==> src/rtl/tsls_pkg.sv <==
// Package for the three-sigma level segmenter: constants, register indexes,
// multiply operation codes and the controller/datapath command and status structs.
// No dependencies.
`timescale 1ns / 1ps
`default_nettype none
package tsls_pkg;

  // default parameter values
  localparam int SAMPLE_BITS_DEF = 16;
  localparam int COUNT_BITS_DEF  = 12;
  localparam int INDEX_BITS_DEF  = 32;

  // fixed field widths
  localparam int MEAN_W     = 24;
  localparam int MAX_LEN_W  = 12;
  localparam int K_SIGMA_W  = 4;
  localparam int CFG_DATA_W = 12;
  localparam int CFG_IDX_W  = 1;

  // register reset values
  localparam logic [MAX_LEN_W-1:0] MAX_LEN_RST = 12'd801;
  localparam logic [K_SIGMA_W-1:0] K_SIGMA_RST = 4'd3;

  // register indexes
  localparam logic [CFG_IDX_W-1:0] REG_MAX_LEN = 1'b0;
  localparam logic [CFG_IDX_W-1:0] REG_K_SIGMA = 1'b1;

  // band test products, issued in this order
  typedef enum logic [2:0] {
    MUL_DD,     // d * d
    MUL_LEFT,   // d^2 * (n-1)
    MUL_NQ,     // n * Q
    MUL_SS,     // |S| * |S|, subtracted from n*Q
    MUL_RIGHT   // (nQ - S^2) * n * k^2
  } mul_op_t;

  typedef struct packed {
    logic    in_ready;
    logic    load_in;
    logic    calc_d;
    logic    mul_start;
    mul_op_t mul_op;
    logic    mul_step;
    logic    mul_store;
    logic    div_start;
    logic    div_step;
    logic    take_first;
    logic    extend;
    logic    restart;
    logic    advance;
    logic    clear;
    logic    emit;
    logic    emit_final;
  } cmd_t;

  typedef struct packed {
    logic in_valid;
    logic first;
    logic over_len;
    logic reject;
    logic mul_done;
    logic div_done;
    logic eos;
    logic out_free;
  } sts_t;

endpackage
`default_nettype wire

==> src/rtl/tsls_in_if.sv <==
// Input channel interface: valid/ready handshake with sample and end-of-stream.
// Standalone.
`timescale 1ns / 1ps
`default_nettype none
interface tsls_in_if #(
  parameter int SAMPLE_BITS = 16
);
  logic                          valid;
  logic                          ready;
  logic signed [SAMPLE_BITS-1:0] sample;
  logic                          end_of_stream;

  modport source (output valid, sample, end_of_stream, input ready);
  modport sink   (input valid, sample, end_of_stream, output ready);
endinterface
`default_nettype wire

==> src/rtl/tsls_out_if.sv <==
// Output channel interface: valid/ready handshake with one segment result.
// Standalone.
`timescale 1ns / 1ps
`default_nettype none
interface tsls_out_if #(
  parameter int INDEX_BITS = 32
);
  logic                    valid;
  logic                    ready;
  logic signed [23:0]      mean_q8;
  logic [INDEX_BITS-1:0]   start_index;
  logic [INDEX_BITS-1:0]   end_index;
  logic                    stream_final;
  logic                    last_of_run;

  modport source (output valid, mean_q8, start_index, end_index, stream_final,
                  last_of_run, input ready);
  modport sink   (input valid, mean_q8, start_index, end_index, stream_final,
                  last_of_run, output ready);
endinterface
`default_nettype wire

==> src/rtl/tsls_ctrl.sv <==
// Controller of the segmenter: sequences input, band test products, division
// and result emission. Depends on tsls_pkg.
`timescale 1ns / 1ps
`default_nettype none
module tsls_ctrl
  import tsls_pkg::*;
(
  input  wire logic clk,
  input  wire logic rst,
  input  wire sts_t sts,
  output cmd_t      cmd
);

  typedef enum logic [2:0] {
    IDLE, PREP, MUL_START, MUL_RUN, DECIDE, DIV, EMIT, END_CHECK
  } state_t;

  state_t  state, state_next;
  mul_op_t op, op_next;
  logic    final_seg, final_seg_next;

  // next-state and command decode
  always_comb begin
    state_next     = state;
    op_next        = op;
    final_seg_next = final_seg;
    cmd            = '0;
    cmd.mul_op     = op;
    cmd.emit_final = final_seg;
    case (state)
      IDLE: begin
        cmd.in_ready = 1'b1;
        cmd.load_in  = 1'b1;
        if (sts.in_valid) state_next = PREP;
      end
      PREP: begin
        if (sts.first) begin
          cmd.take_first = 1'b1;
          state_next     = END_CHECK;
        end else if (sts.over_len) begin
          cmd.div_start  = 1'b1;
          final_seg_next = 1'b0;
          state_next     = DIV;
        end else begin
          cmd.calc_d = 1'b1;
          op_next    = MUL_DD;
          state_next = MUL_START;
        end
      end
      MUL_START: begin
        cmd.mul_start = 1'b1;
        state_next    = MUL_RUN;
      end
      MUL_RUN: begin
        if (sts.mul_done) begin
          cmd.mul_store = 1'b1;
          case (op)
            MUL_DD:   begin op_next = MUL_LEFT;  state_next = MUL_START; end
            MUL_LEFT: begin op_next = MUL_NQ;    state_next = MUL_START; end
            MUL_NQ:   begin op_next = MUL_SS;    state_next = MUL_START; end
            MUL_SS:   begin op_next = MUL_RIGHT; state_next = MUL_START; end
            default:  state_next = DECIDE;
          endcase
        end else begin
          cmd.mul_step = 1'b1;
        end
      end
      DECIDE: begin
        if (sts.reject) begin
          cmd.div_start  = 1'b1;
          final_seg_next = 1'b0;
          state_next     = DIV;
        end else begin
          cmd.extend = 1'b1;
          state_next = END_CHECK;
        end
      end
      DIV: begin
        if (sts.div_done) state_next = EMIT;
        else cmd.div_step = 1'b1;
      end
      EMIT: begin
        if (sts.out_free) begin
          cmd.emit = 1'b1;
          if (final_seg) begin
            cmd.clear  = 1'b1;
            state_next = IDLE;
          end else begin
            cmd.restart = 1'b1;
            state_next  = END_CHECK;
          end
        end
      end
      END_CHECK: begin
        if (sts.eos) begin
          cmd.div_start  = 1'b1;
          final_seg_next = 1'b1;
          state_next     = DIV;
        end else begin
          cmd.advance = 1'b1;
          state_next  = IDLE;
        end
      end
      default: state_next = IDLE;
    endcase
  end

  // state register
  always_ff @(posedge clk) begin
    if (rst) begin
      state     <= IDLE;
      op        <= MUL_DD;
      final_seg <= 1'b0;
    end else begin
      state     <= state_next;
      op        <= op_next;
      final_seg <= final_seg_next;
    end
  end

endmodule
`default_nettype wire

==> src/rtl/tsls_dp.sv <==
// Datapath of the segmenter: configuration, segment statistics, shift-add
// multiplier, restoring divider and output register. Depends on tsls_pkg.
`timescale 1ns / 1ps
`default_nettype none
module tsls_dp
  import tsls_pkg::*;
#(
  parameter int SAMPLE_BITS = SAMPLE_BITS_DEF,
  parameter int COUNT_BITS  = COUNT_BITS_DEF,
  parameter int INDEX_BITS  = INDEX_BITS_DEF
) (
  input  wire logic                          clk,
  input  wire logic                          rst,
  input  wire cmd_t                          cmd,
  output sts_t                               sts,
  input  wire logic                          in_valid,
  input  wire logic signed [SAMPLE_BITS-1:0] in_sample,
  input  wire logic                          in_eos,
  input  wire logic                          cfg_we,
  input  wire logic [CFG_IDX_W-1:0]          cfg_index,
  input  wire logic [CFG_DATA_W-1:0]         cfg_data,
  output logic                               out_valid,
  input  wire logic                          out_ready,
  output logic signed [MEAN_W-1:0]           out_mean,
  output logic [INDEX_BITS-1:0]              out_start,
  output logic [INDEX_BITS-1:0]              out_end,
  output logic                               out_final,
  output logic                               out_last
);

  localparam int SB    = SAMPLE_BITS;
  localparam int CB    = COUNT_BITS;
  localparam int SUM_W = SB + CB;
  localparam int SQ_W  = 2 * SB + CB;
  localparam int DS_W  = SUM_W + 2;
  localparam int CMP_W = 2 * SB + 3 * CB + 8;
  localparam int NK_W  = CB + 8;
  localparam int MB_W  = (SUM_W > NK_W) ? SUM_W : NK_W;
  localparam int DIV_W = SUM_W + 8;
  localparam int DC_W  = $clog2(DIV_W + 1);
  localparam int LIM_W = ((CB > MAX_LEN_W) ? CB : MAX_LEN_W) + 1;
  localparam logic [CB-1:0] CMAX = {CB{1'b1}};

  // configuration and segment state
  logic [MAX_LEN_W-1:0]    max_len;
  logic [K_SIGMA_W-1:0]    k_sigma;
  logic [INDEX_BITS-1:0]   sample_index;
  logic [INDEX_BITS-1:0]   segment_start;
  logic [CB-1:0]           segment_count;
  logic signed [SUM_W-1:0] running_sum;
  logic [SQ_W-1:0]         running_square_sum;
  logic signed [SB-1:0]    previous_sample;

  // current item
  logic signed [SB-1:0]    x;
  logic                    eos;
  logic [2*SB-1:0]         x2;
  logic [CB:0]             n;
  logic signed [SUM_W-1:0] s;
  logic [SQ_W-1:0]         q;
  logic [SUM_W-1:0]        d;

  // multiplier
  mul_op_t                 mul_op;
  logic [CMP_W-1:0]        mcand, acc, t, left, right;
  logic [MB_W-1:0]         mplier;

  // divider
  logic [DIV_W-1:0]        dq;
  logic [CB-1:0]           rem;
  logic [DC_W-1:0]         dcnt;
  logic                    dneg;

  logic signed [2*SB-1:0]  xsq_in, psq;
  logic [LIM_W-1:0]        lim, max_ext;
  logic signed [DS_W-1:0]  nx, diff, absd;
  logic [SUM_W-1:0]        s_abs, rs_abs;
  logic [7:0]              kk;
  logic [NK_W-1:0]         nkk;
  logic [CB:0]             rem_sh;
  logic signed [DIV_W:0]   mean_full;

  // combinational helpers
  always_comb begin
    xsq_in  = in_sample * in_sample;
    psq     = previous_sample * previous_sample;
    max_ext = LIM_W'(max_len);
    if (max_ext < LIM_W'(2)) lim = LIM_W'(2);
    else if (max_ext > LIM_W'(CMAX)) lim = LIM_W'(CMAX);
    else lim = max_ext;
    nx      = $signed({{(DS_W-CB-1){1'b0}}, n}) * DS_W'(x);
    diff    = nx - DS_W'(s);
    absd    = diff[DS_W-1] ? -diff : diff;
    s_abs   = s[SUM_W-1] ? SUM_W'(-s) : SUM_W'(s);
    rs_abs  = running_sum[SUM_W-1] ? SUM_W'(-running_sum) : SUM_W'(running_sum);
    kk      = 8'(k_sigma) * 8'(k_sigma);
    nkk     = NK_W'(n[CB-1:0]) * NK_W'(kk);
    rem_sh  = {rem, dq[DIV_W-1]};
    mean_full = dneg ? -$signed({1'b0, dq}) : $signed({1'b0, dq});
  end

  // status to controller
  always_comb begin
    sts.in_valid = in_valid;
    sts.first    = (segment_count == '0);
    sts.over_len = (LIM_W'(n) > lim);
    sts.reject   = (left > right);
    sts.mul_done = (mplier == '0);
    sts.div_done = (dcnt == '0);
    sts.eos      = eos;
    sts.out_free = !out_valid || out_ready;
  end

  // configuration registers
  always_ff @(posedge clk) begin
    if (rst) begin
      max_len <= MAX_LEN_RST;
      k_sigma <= K_SIGMA_RST;
    end else if (cfg_we) begin
      case (cfg_index)
        REG_MAX_LEN: max_len <= cfg_data[MAX_LEN_W-1:0];
        REG_K_SIGMA: k_sigma <= cfg_data[K_SIGMA_W-1:0];
        default: ;
      endcase
    end
  end

  // segment state
  always_ff @(posedge clk) begin
    if (rst || cmd.clear) begin
      sample_index       <= '0;
      segment_start      <= '0;
      segment_count      <= '0;
      running_sum        <= '0;
      running_square_sum <= '0;
      previous_sample    <= '0;
    end else begin
      if (cmd.take_first) begin
        segment_start      <= sample_index;
        segment_count      <= CB'(1);
        running_sum        <= SUM_W'(x);
        running_square_sum <= SQ_W'(x2);
      end
      if (cmd.extend) begin
        segment_count      <= n[CB-1:0];
        running_sum        <= s;
        running_square_sum <= q;
      end
      if (cmd.restart) begin
        segment_start      <= sample_index - 1'b1;
        segment_count      <= CB'(2);
        running_sum        <= SUM_W'(previous_sample) + SUM_W'(x);
        running_square_sum <= SQ_W'($unsigned(psq)) + SQ_W'(x2);
      end
      if (cmd.advance) begin
        previous_sample <= x;
        sample_index    <= sample_index + 1'b1;
      end
    end
  end

  // item capture and extended-segment sums
  always_ff @(posedge clk) begin
    if (cmd.load_in && in_valid) begin
      x   <= in_sample;
      eos <= in_eos;
      x2  <= $unsigned(xsq_in);
      n   <= {1'b0, segment_count} + 1'b1;
      s   <= running_sum + SUM_W'(in_sample);
      q   <= running_square_sum + SQ_W'($unsigned(xsq_in));
    end
    if (cmd.calc_d) d <= absd[SUM_W-1:0];
  end

  // shift-add multiplier, one multiplier bit per cycle
  always_ff @(posedge clk) begin
    if (rst) begin
      mplier <= '0;
    end else if (cmd.mul_start) begin
      mul_op <= cmd.mul_op;
      acc    <= '0;
      case (cmd.mul_op)
        MUL_DD:    begin mcand <= CMP_W'(d);     mplier <= MB_W'(d);        end
        MUL_LEFT:  begin mcand <= t;             mplier <= MB_W'(n - 1'b1); end
        MUL_NQ:    begin mcand <= CMP_W'(q);     mplier <= MB_W'(n);        end
        MUL_SS:    begin mcand <= CMP_W'(s_abs); mplier <= MB_W'(s_abs);    end
        default:   begin mcand <= t;             mplier <= MB_W'(nkk);      end
      endcase
    end else if (cmd.mul_step) begin
      if (mplier[0]) acc <= acc + mcand;
      mcand  <= mcand << 1;
      mplier <= mplier >> 1;
    end
  end

  // product destinations
  always_ff @(posedge clk) begin
    if (cmd.mul_store) begin
      case (mul_op)
        MUL_DD:   t     <= acc;
        MUL_LEFT: left  <= acc;
        MUL_NQ:   t     <= acc;
        MUL_SS:   t     <= t - acc;
        default:  right <= acc;
      endcase
    end
  end

  // restoring divider for the mean, one quotient bit per cycle
  always_ff @(posedge clk) begin
    if (rst) begin
      dcnt <= '0;
    end else if (cmd.div_start) begin
      dq   <= {rs_abs, 8'd0};
      rem  <= '0;
      dneg <= running_sum[SUM_W-1];
      dcnt <= DC_W'(DIV_W);
    end else if (cmd.div_step) begin
      if (rem_sh >= {1'b0, segment_count}) begin
        rem <= CB'(rem_sh - {1'b0, segment_count});
        dq  <= {dq[DIV_W-2:0], 1'b1};
      end else begin
        rem <= rem_sh[CB-1:0];
        dq  <= {dq[DIV_W-2:0], 1'b0};
      end
      dcnt <= dcnt - 1'b1;
    end
  end

  // output register
  always_ff @(posedge clk) begin
    if (rst) begin
      out_valid <= 1'b0;
    end else if (cmd.emit) begin
      out_valid <= 1'b1;
    end else if (out_ready) begin
      out_valid <= 1'b0;
    end
    if (cmd.emit) begin
      out_mean  <= MEAN_W'(mean_full);
      out_start <= segment_start;
      out_end   <= cmd.emit_final ? sample_index : sample_index - 1'b1;
      out_final <= cmd.emit_final;
      out_last  <= cmd.emit_final || !eos;
    end
  end

  // checks
  a_emit_after_div: assert property (@(posedge clk) disable iff (rst)
    cmd.emit |-> (dcnt == '0))
    else $error("result emitted before division finished");
  a_store_when_done: assert property (@(posedge clk) disable iff (rst)
    cmd.mul_store |-> (mplier == '0))
    else $error("product stored while multiplier still busy");
  a_band_in_limit: assert property (@(posedge clk) disable iff (rst)
    cmd.calc_d |-> (LIM_W'(n) <= lim))
    else $error("band test started on an over-length segment");
  a_no_overwrite: assert property (@(posedge clk) disable iff (rst)
    (out_valid && !out_ready) |=> out_valid)
    else $error("pending result dropped");

endmodule
`default_nettype wire

==> src/rtl/three_sigma_level_segmenter_top.sv <==
// Top level of the three-sigma level segmenter: channel interfaces, config port,
// controller and datapath. Depends on tsls_pkg, tsls_in_if, tsls_out_if, tsls_ctrl, tsls_dp.
// Per item: the first sample of a segment needs no band test; a band test runs five
//   shift-add products in turn, each one multiplier bit per step; each result adds a
//   36-step divide and handoff, plus any wait on a full output register.
// One item at a time; throughput is set by the shared multiplier and divider.
// Reset (rst, synchronous): no open segment, indices zero, max_len 801, k_sigma 3.
`timescale 1ns / 1ps
`default_nettype none
module three_sigma_level_segmenter_top
  import tsls_pkg::*;
#(
  parameter int SAMPLE_BITS = SAMPLE_BITS_DEF,
  parameter int COUNT_BITS  = COUNT_BITS_DEF,
  parameter int INDEX_BITS  = INDEX_BITS_DEF
) (
  input  wire logic                  clk,
  input  wire logic                  rst,
  tsls_in_if.sink                    in_ch,
  tsls_out_if.source                 out_ch,
  input  wire logic                  cfg_we,
  input  wire logic [CFG_IDX_W-1:0]  cfg_index,
  input  wire logic [CFG_DATA_W-1:0] cfg_data
);

  cmd_t cmd;
  sts_t sts;

  assign in_ch.ready = cmd.in_ready;

  tsls_ctrl u_ctrl (
    .clk (clk),
    .rst (rst),
    .sts (sts),
    .cmd (cmd)
  );

  tsls_dp #(
    .SAMPLE_BITS (SAMPLE_BITS),
    .COUNT_BITS  (COUNT_BITS),
    .INDEX_BITS  (INDEX_BITS)
  ) u_dp (
    .clk       (clk),
    .rst       (rst),
    .cmd       (cmd),
    .sts       (sts),
    .in_valid  (in_ch.valid),
    .in_sample (in_ch.sample),
    .in_eos    (in_ch.end_of_stream),
    .cfg_we    (cfg_we),
    .cfg_index (cfg_index),
    .cfg_data  (cfg_data),
    .out_valid (out_ch.valid),
    .out_ready (out_ch.ready),
    .out_mean  (out_ch.mean_q8),
    .out_start (out_ch.start_index),
    .out_end   (out_ch.end_index),
    .out_final (out_ch.stream_final),
    .out_last  (out_ch.last_of_run)
  );

endmodule
`default_nettype wire

==> src/flat_wrapper.sv <==
// flat-port wrapper written by rule: the top's interface ports become plain ports
module three_sigma_level_segmenter_top_flat import tsls_pkg::*;
#(
  parameter int SAMPLE_BITS = SAMPLE_BITS_DEF,
  parameter int COUNT_BITS  = COUNT_BITS_DEF,
  parameter int INDEX_BITS  = INDEX_BITS_DEF
)
  (clk, rst, cfg_we, cfg_index, cfg_data, in_ch_valid, in_ch_sample, in_ch_end_of_stream, in_ch_ready, out_ch_valid, out_ch_mean_q8, out_ch_start_index, out_ch_end_index, out_ch_stream_final, out_ch_last_of_run, out_ch_ready);
  tsls_in_if #(.SAMPLE_BITS(SAMPLE_BITS)) in_ch_i ();
  tsls_out_if #(.INDEX_BITS(INDEX_BITS)) out_ch_i ();
  input  wire logic clk;
  input  wire logic rst;
  input  wire logic cfg_we;
  input  wire logic [CFG_IDX_W-1:0] cfg_index;
  input  wire logic [CFG_DATA_W-1:0] cfg_data;
  input wire logic [$bits(in_ch_i.valid)-1:0] in_ch_valid;
  input wire logic [$bits(in_ch_i.sample)-1:0] in_ch_sample;
  input wire logic [$bits(in_ch_i.end_of_stream)-1:0] in_ch_end_of_stream;
  output wire logic [$bits(in_ch_i.ready)-1:0] in_ch_ready;
  output wire logic [$bits(out_ch_i.valid)-1:0] out_ch_valid;
  output wire logic [$bits(out_ch_i.mean_q8)-1:0] out_ch_mean_q8;
  output wire logic [$bits(out_ch_i.start_index)-1:0] out_ch_start_index;
  output wire logic [$bits(out_ch_i.end_index)-1:0] out_ch_end_index;
  output wire logic [$bits(out_ch_i.stream_final)-1:0] out_ch_stream_final;
  output wire logic [$bits(out_ch_i.last_of_run)-1:0] out_ch_last_of_run;
  input wire logic [$bits(out_ch_i.ready)-1:0] out_ch_ready;
  assign in_ch_i.valid = in_ch_valid;
  assign in_ch_i.sample = in_ch_sample;
  assign in_ch_i.end_of_stream = in_ch_end_of_stream;
  assign in_ch_ready = in_ch_i.ready;
  assign out_ch_valid = out_ch_i.valid;
  assign out_ch_mean_q8 = out_ch_i.mean_q8;
  assign out_ch_start_index = out_ch_i.start_index;
  assign out_ch_end_index = out_ch_i.end_index;
  assign out_ch_stream_final = out_ch_i.stream_final;
  assign out_ch_last_of_run = out_ch_i.last_of_run;
  assign out_ch_i.ready = out_ch_ready;
  three_sigma_level_segmenter_top #(.SAMPLE_BITS(SAMPLE_BITS), .COUNT_BITS(COUNT_BITS), .INDEX_BITS(INDEX_BITS)) u_core (.clk(clk), .rst(rst), .in_ch(in_ch_i), .out_ch(out_ch_i), .cfg_we(cfg_we), .cfg_index(cfg_index), .cfg_data(cfg_data));
endmodule
==> config.mk <==
export PLATFORM = sky130hd
export DESIGN_NAME = three_sigma_level_segmenter_top_flat
export DESIGN_NICKNAME = d
export VERILOG_FILES = /design/src/rtl/tsls_pkg.sv /design/src/rtl/tsls_in_if.sv /design/src/rtl/tsls_out_if.sv /design/src/rtl/tsls_ctrl.sv /design/src/rtl/tsls_dp.sv /design/src/rtl/three_sigma_level_segmenter_top.sv /design/src/flat_wrapper.sv
export SDC_FILE = /design/constraint.sdc
export NUM_CORES = 2
export LEC_CHECK = 0
export ABC_AREA = 1
export BUFFER_PORTS_ARGS = -buffer_cell sky130_fd_sc_hd__buf_4
export CAP_MARGIN = 30
export CORE_UTILIZATION = 41
export DETAILED_ROUTE_END_ITERATION = 10
export MAX_ROUTING_LAYER = met4
export PLACE_DENSITY = 0.53
export SLEW_MARGIN = 20
export SYNTH_ARGS = -nofsm -noshare
export SYNTH_HDL_FRONTEND = slang
export SYNTH_HIERARCHICAL = 1
export SYNTH_SLANG_ARGS = --single-unit
==> constraint.sdc <==
create_clock -name clk -period 27.9 [get_ports clk]
set_clock_uncertainty 0.05 [all_clocks]
set_input_delay 2.79 -clock clk [delete_from_list [all_inputs] [get_ports clk]]
set_output_delay 2.79 -clock clk [all_outputs]
set_load 0.005 [all_outputs]
==> impl_results.md <==
* Starting density of the core at roughly 41%
* Vias/cell at 5.36
* Yosys reg bits at 904
* DRT antenna net count at 0
* Cell mode on critical path: fa_1
* Setup-failing EPs final at 0
* Reg-to-reg startpoint: u_core/u_dp/previous_sample[1]
* Post-Syn Instances at 11,300
* Post-CTS Setup Inserts at 0
* Req. time, crit path at 28.30 ns
* Row cnt at 170
* Startpoint Class: input port
* Gp weighted congestion at 1.00
* Top FF cell, synth: edfxtp_1
* CTS resizes at 0
* P&R area growth vs syn at 8.75%
* Max stage delay on crit path at approximately 0.57 ns
* Drt drc at 0
* Highest Clock Rate at 97.2 MHz
* Setup Crit Path Kind: input port to register
* Register area share after synthesis at 28.0%
* Final max-slew violation count at 0
* CTS clk-pin slew, worst paths at 0.06 ns
* H-Tree Depth at 3
* Max_slew headroom at between 20% and 30%
* Post-synth EDFFs at 682
* DRT Wirelength at 324,000 um
* RSZ-0062 raised after global routing: false
* Worst skew pair latency at approximately 0.8 ns
* Core footprint at around 220,000 um^2
* First-pass GRT wire length at 483,000 um
* Commonest cells in the netlist: nand2_1 (2,302), inv_1 (2,177), nor2_1 (978), a21oi_1 (824), o21ai_0 (765)
* Hold Path Stages at 0
* Initial antenna violation count at 5
* Area occupied by multi-input gates at 54,700 um^2
* Drt pass-1 iters at 6
* Wire length per cell at 22.7 um
* Synth Area per Inst at between 7 and 8 um^2
* Die width at about 470 um
* Post-detail-place hpwl at 268,000 um
* Setup TNS at 0 ns
* Root Buffer: clkbuf_16
* YS warnings at 6
* Largest cells by area after synthesis: edfxtp_1 (23%), fa_1 (17%), nand2_1 (9.7%)
* Status: completed
* DIE HEIGHT at 468 um
* Count leader, synth: nand2_1
* Pin count of the biggest net entering global routing at between 70 and 80
* Largest area contributor in the netlist: edfxtp_1
* GRT Overall Usage at a little under a third
* Critical Path End Type: register
* Syn Nets at between 10,000 and 15,000
* Mapped Area at a little under 90,000 um^2
* Reg2reg setup slack at about 19 ns
* RR Endpoint: u_core/u_dp/running_square_sum[30]
* End of the critical path: u_core/u_dp/q[38]
* Crit path max-delay family: adder cells
* Sink Count at between 900 and 1,000
* Vias in the first global route at 75,800
* Die footprint at 219,000 um^2
* Crit. Startpoint: in_ch_sample[9]
* Io pins at 127
* Dpl cell area at around 93,000 um^2
* Arrival @ worst endpoint at 10.69 ns
* Top cell type's share of synthesized area at a little under a quarter
* Fraction of layout cells with a size suffix above 1 at under 10%
* CP bufs+invs at 6
* Critical path's slowest cell: a21boi_0
* Tcrit/Tclk final at 36.9%
* TritonCTS Buffers at between 100 and 150
* Iter 0 DRT Violations at 6,291
* Async set-reset flop share out of synthesis at 0%
* Max-cap viol count at 0
* Port bufs at 126
* Register area at 24,900 um^2
* Remaining global-route overflow at 0
* Final hold vios at 0
* Synth cell types at 67
* Fillers at 21,900
* Least-Margin Pin Slew at 1.05 ns
* Final Cell Area at 96,700 um^2
* Crit Path Max Fanout at 19
* Reg2Reg Depth at 30
* CTS hold repair buffers at 0
* Nets at 12,800
* CTS tree: yes
* Worst min path class: register to register
* Clock period minus worst slack at 10.29 ns
* Maximum clock path buffer count at 3
* Vias after detailed routing at 76,200
* Critical path depth at 31
* DP Worst Slack at 16.83 ns
* WHS at 0.381 ns
* Setup WS post-layout at about 18 ns
-- cell usage in the layout (no fill, tap or decap), drive strengths merged, types with 135 or more instances in the layout --
master	n
xor2	231
fa	759
ha	666
o21ai	782
inv	2196
a21oi	828
edfxtp	682
buf	222
nand2	2328
nand3	384
nor2	1001
clkbuf	135
dfxtp	222
-- per-stage QoR --
| step | utilization [%] | cells |
|---|---|---|
| floorplan | - | 11300 |
| global placement | 43.2 | 14000 |
| detailed placement | 43.3 | 14000 |
| CTS | 44.9 | 14200 |
| global route | 45.0 | 14200 |
| finish | 45.0 | 14200 |
-- layer usage --
layer  vias to the layer above  global-route usage [%]  wire (um)
li1                      36300                       -          -
met3                       389                    2.69      16700
met1                     37400                    40.7     146000
met5                         -                       -          0
met4                         0                    10.4      12300
met2                      2193                    48.0     149000
-- final cells by class --
cell class	instances	share of cell area, %
tap	2838	3.67
clock inverter	65	0.664
antenna	3	0.00776
timing repair buffer	223	1.79
sequential	904	25.8
clock buffer	134	3.00
inverter	2202	8.56
multi-input combinational	7861	56.5
-- worst min path at each step --
stage / endpoint / start
2_1_floorplan: u_core/u_dp/out_start[11] / u_core/u_dp/segment_start[11]
5_1_grt: u_core/u_dp/out_start[29] / u_core/u_dp/segment_start[29]
6_report: u_core/u_dp/out_start[10] / u_core/u_dp/segment_start[10]
4_1_cts: u_core/u_dp/out_start[29] / u_core/u_dp/segment_start[29]
3_3_place_gp: u_core/u_dp/out_start[0] / u_core/u_dp/segment_start[0]
3_5_place_dp: u_core/u_dp/out_start[10] / u_core/u_dp/segment_start[10]
-- worst register-to-register path: cells and delay by family, from the launching register on --
family          cells  cell delay [ns]
fa+ha+maj           8             4.27
simple gates        9             1.48
buf+inv             7             0.92
compound gates      5             1.08
flops               1             0.39
xor+xnor            1             0.16
-- flip-flops by register name, summed over array words and instances (netlist names), 24 cells and up --
signal,count
u_core/u_dp/out_mean,24
u_core/u_dp/mplier,28
u_core/u_dp/sample_index,32
u_core/u_dp/left,76
u_core/u_dp/right,76
u_core/u_dp/s,28
u_core/u_dp/x2,30
u_core/u_dp/running_square_sum,44
u_core/u_dp/segment_start,32
u_core/u_dp/out_start,32
u_core/u_dp/t,76
u_core/u_dp/d,28
u_core/u_dp/running_sum,28
u_core/u_dp/acc,76
u_core/u_dp/mcand,76
u_core/u_dp/q,44
u_core/u_dp/dq,36
u_core/u_dp/out_end,32
-- cells by family (layout without fill, tap and decap cells) --
group,count (synthesis),after routing,synth area share (%)
simple gates,4081,4081,19.0
flops,904,904,28.0
other cells,0,3,0
xor+xnor,346,346,3.46
fa+ha+maj,1425,1425,26.5
compound gates,2009,2009,12.4
buf+inv,2503,2624,10.6
Power is left out: the tool's default activity adds up to more than one toggle a clock period on the data nets, which glitch-free logic cannot reach.
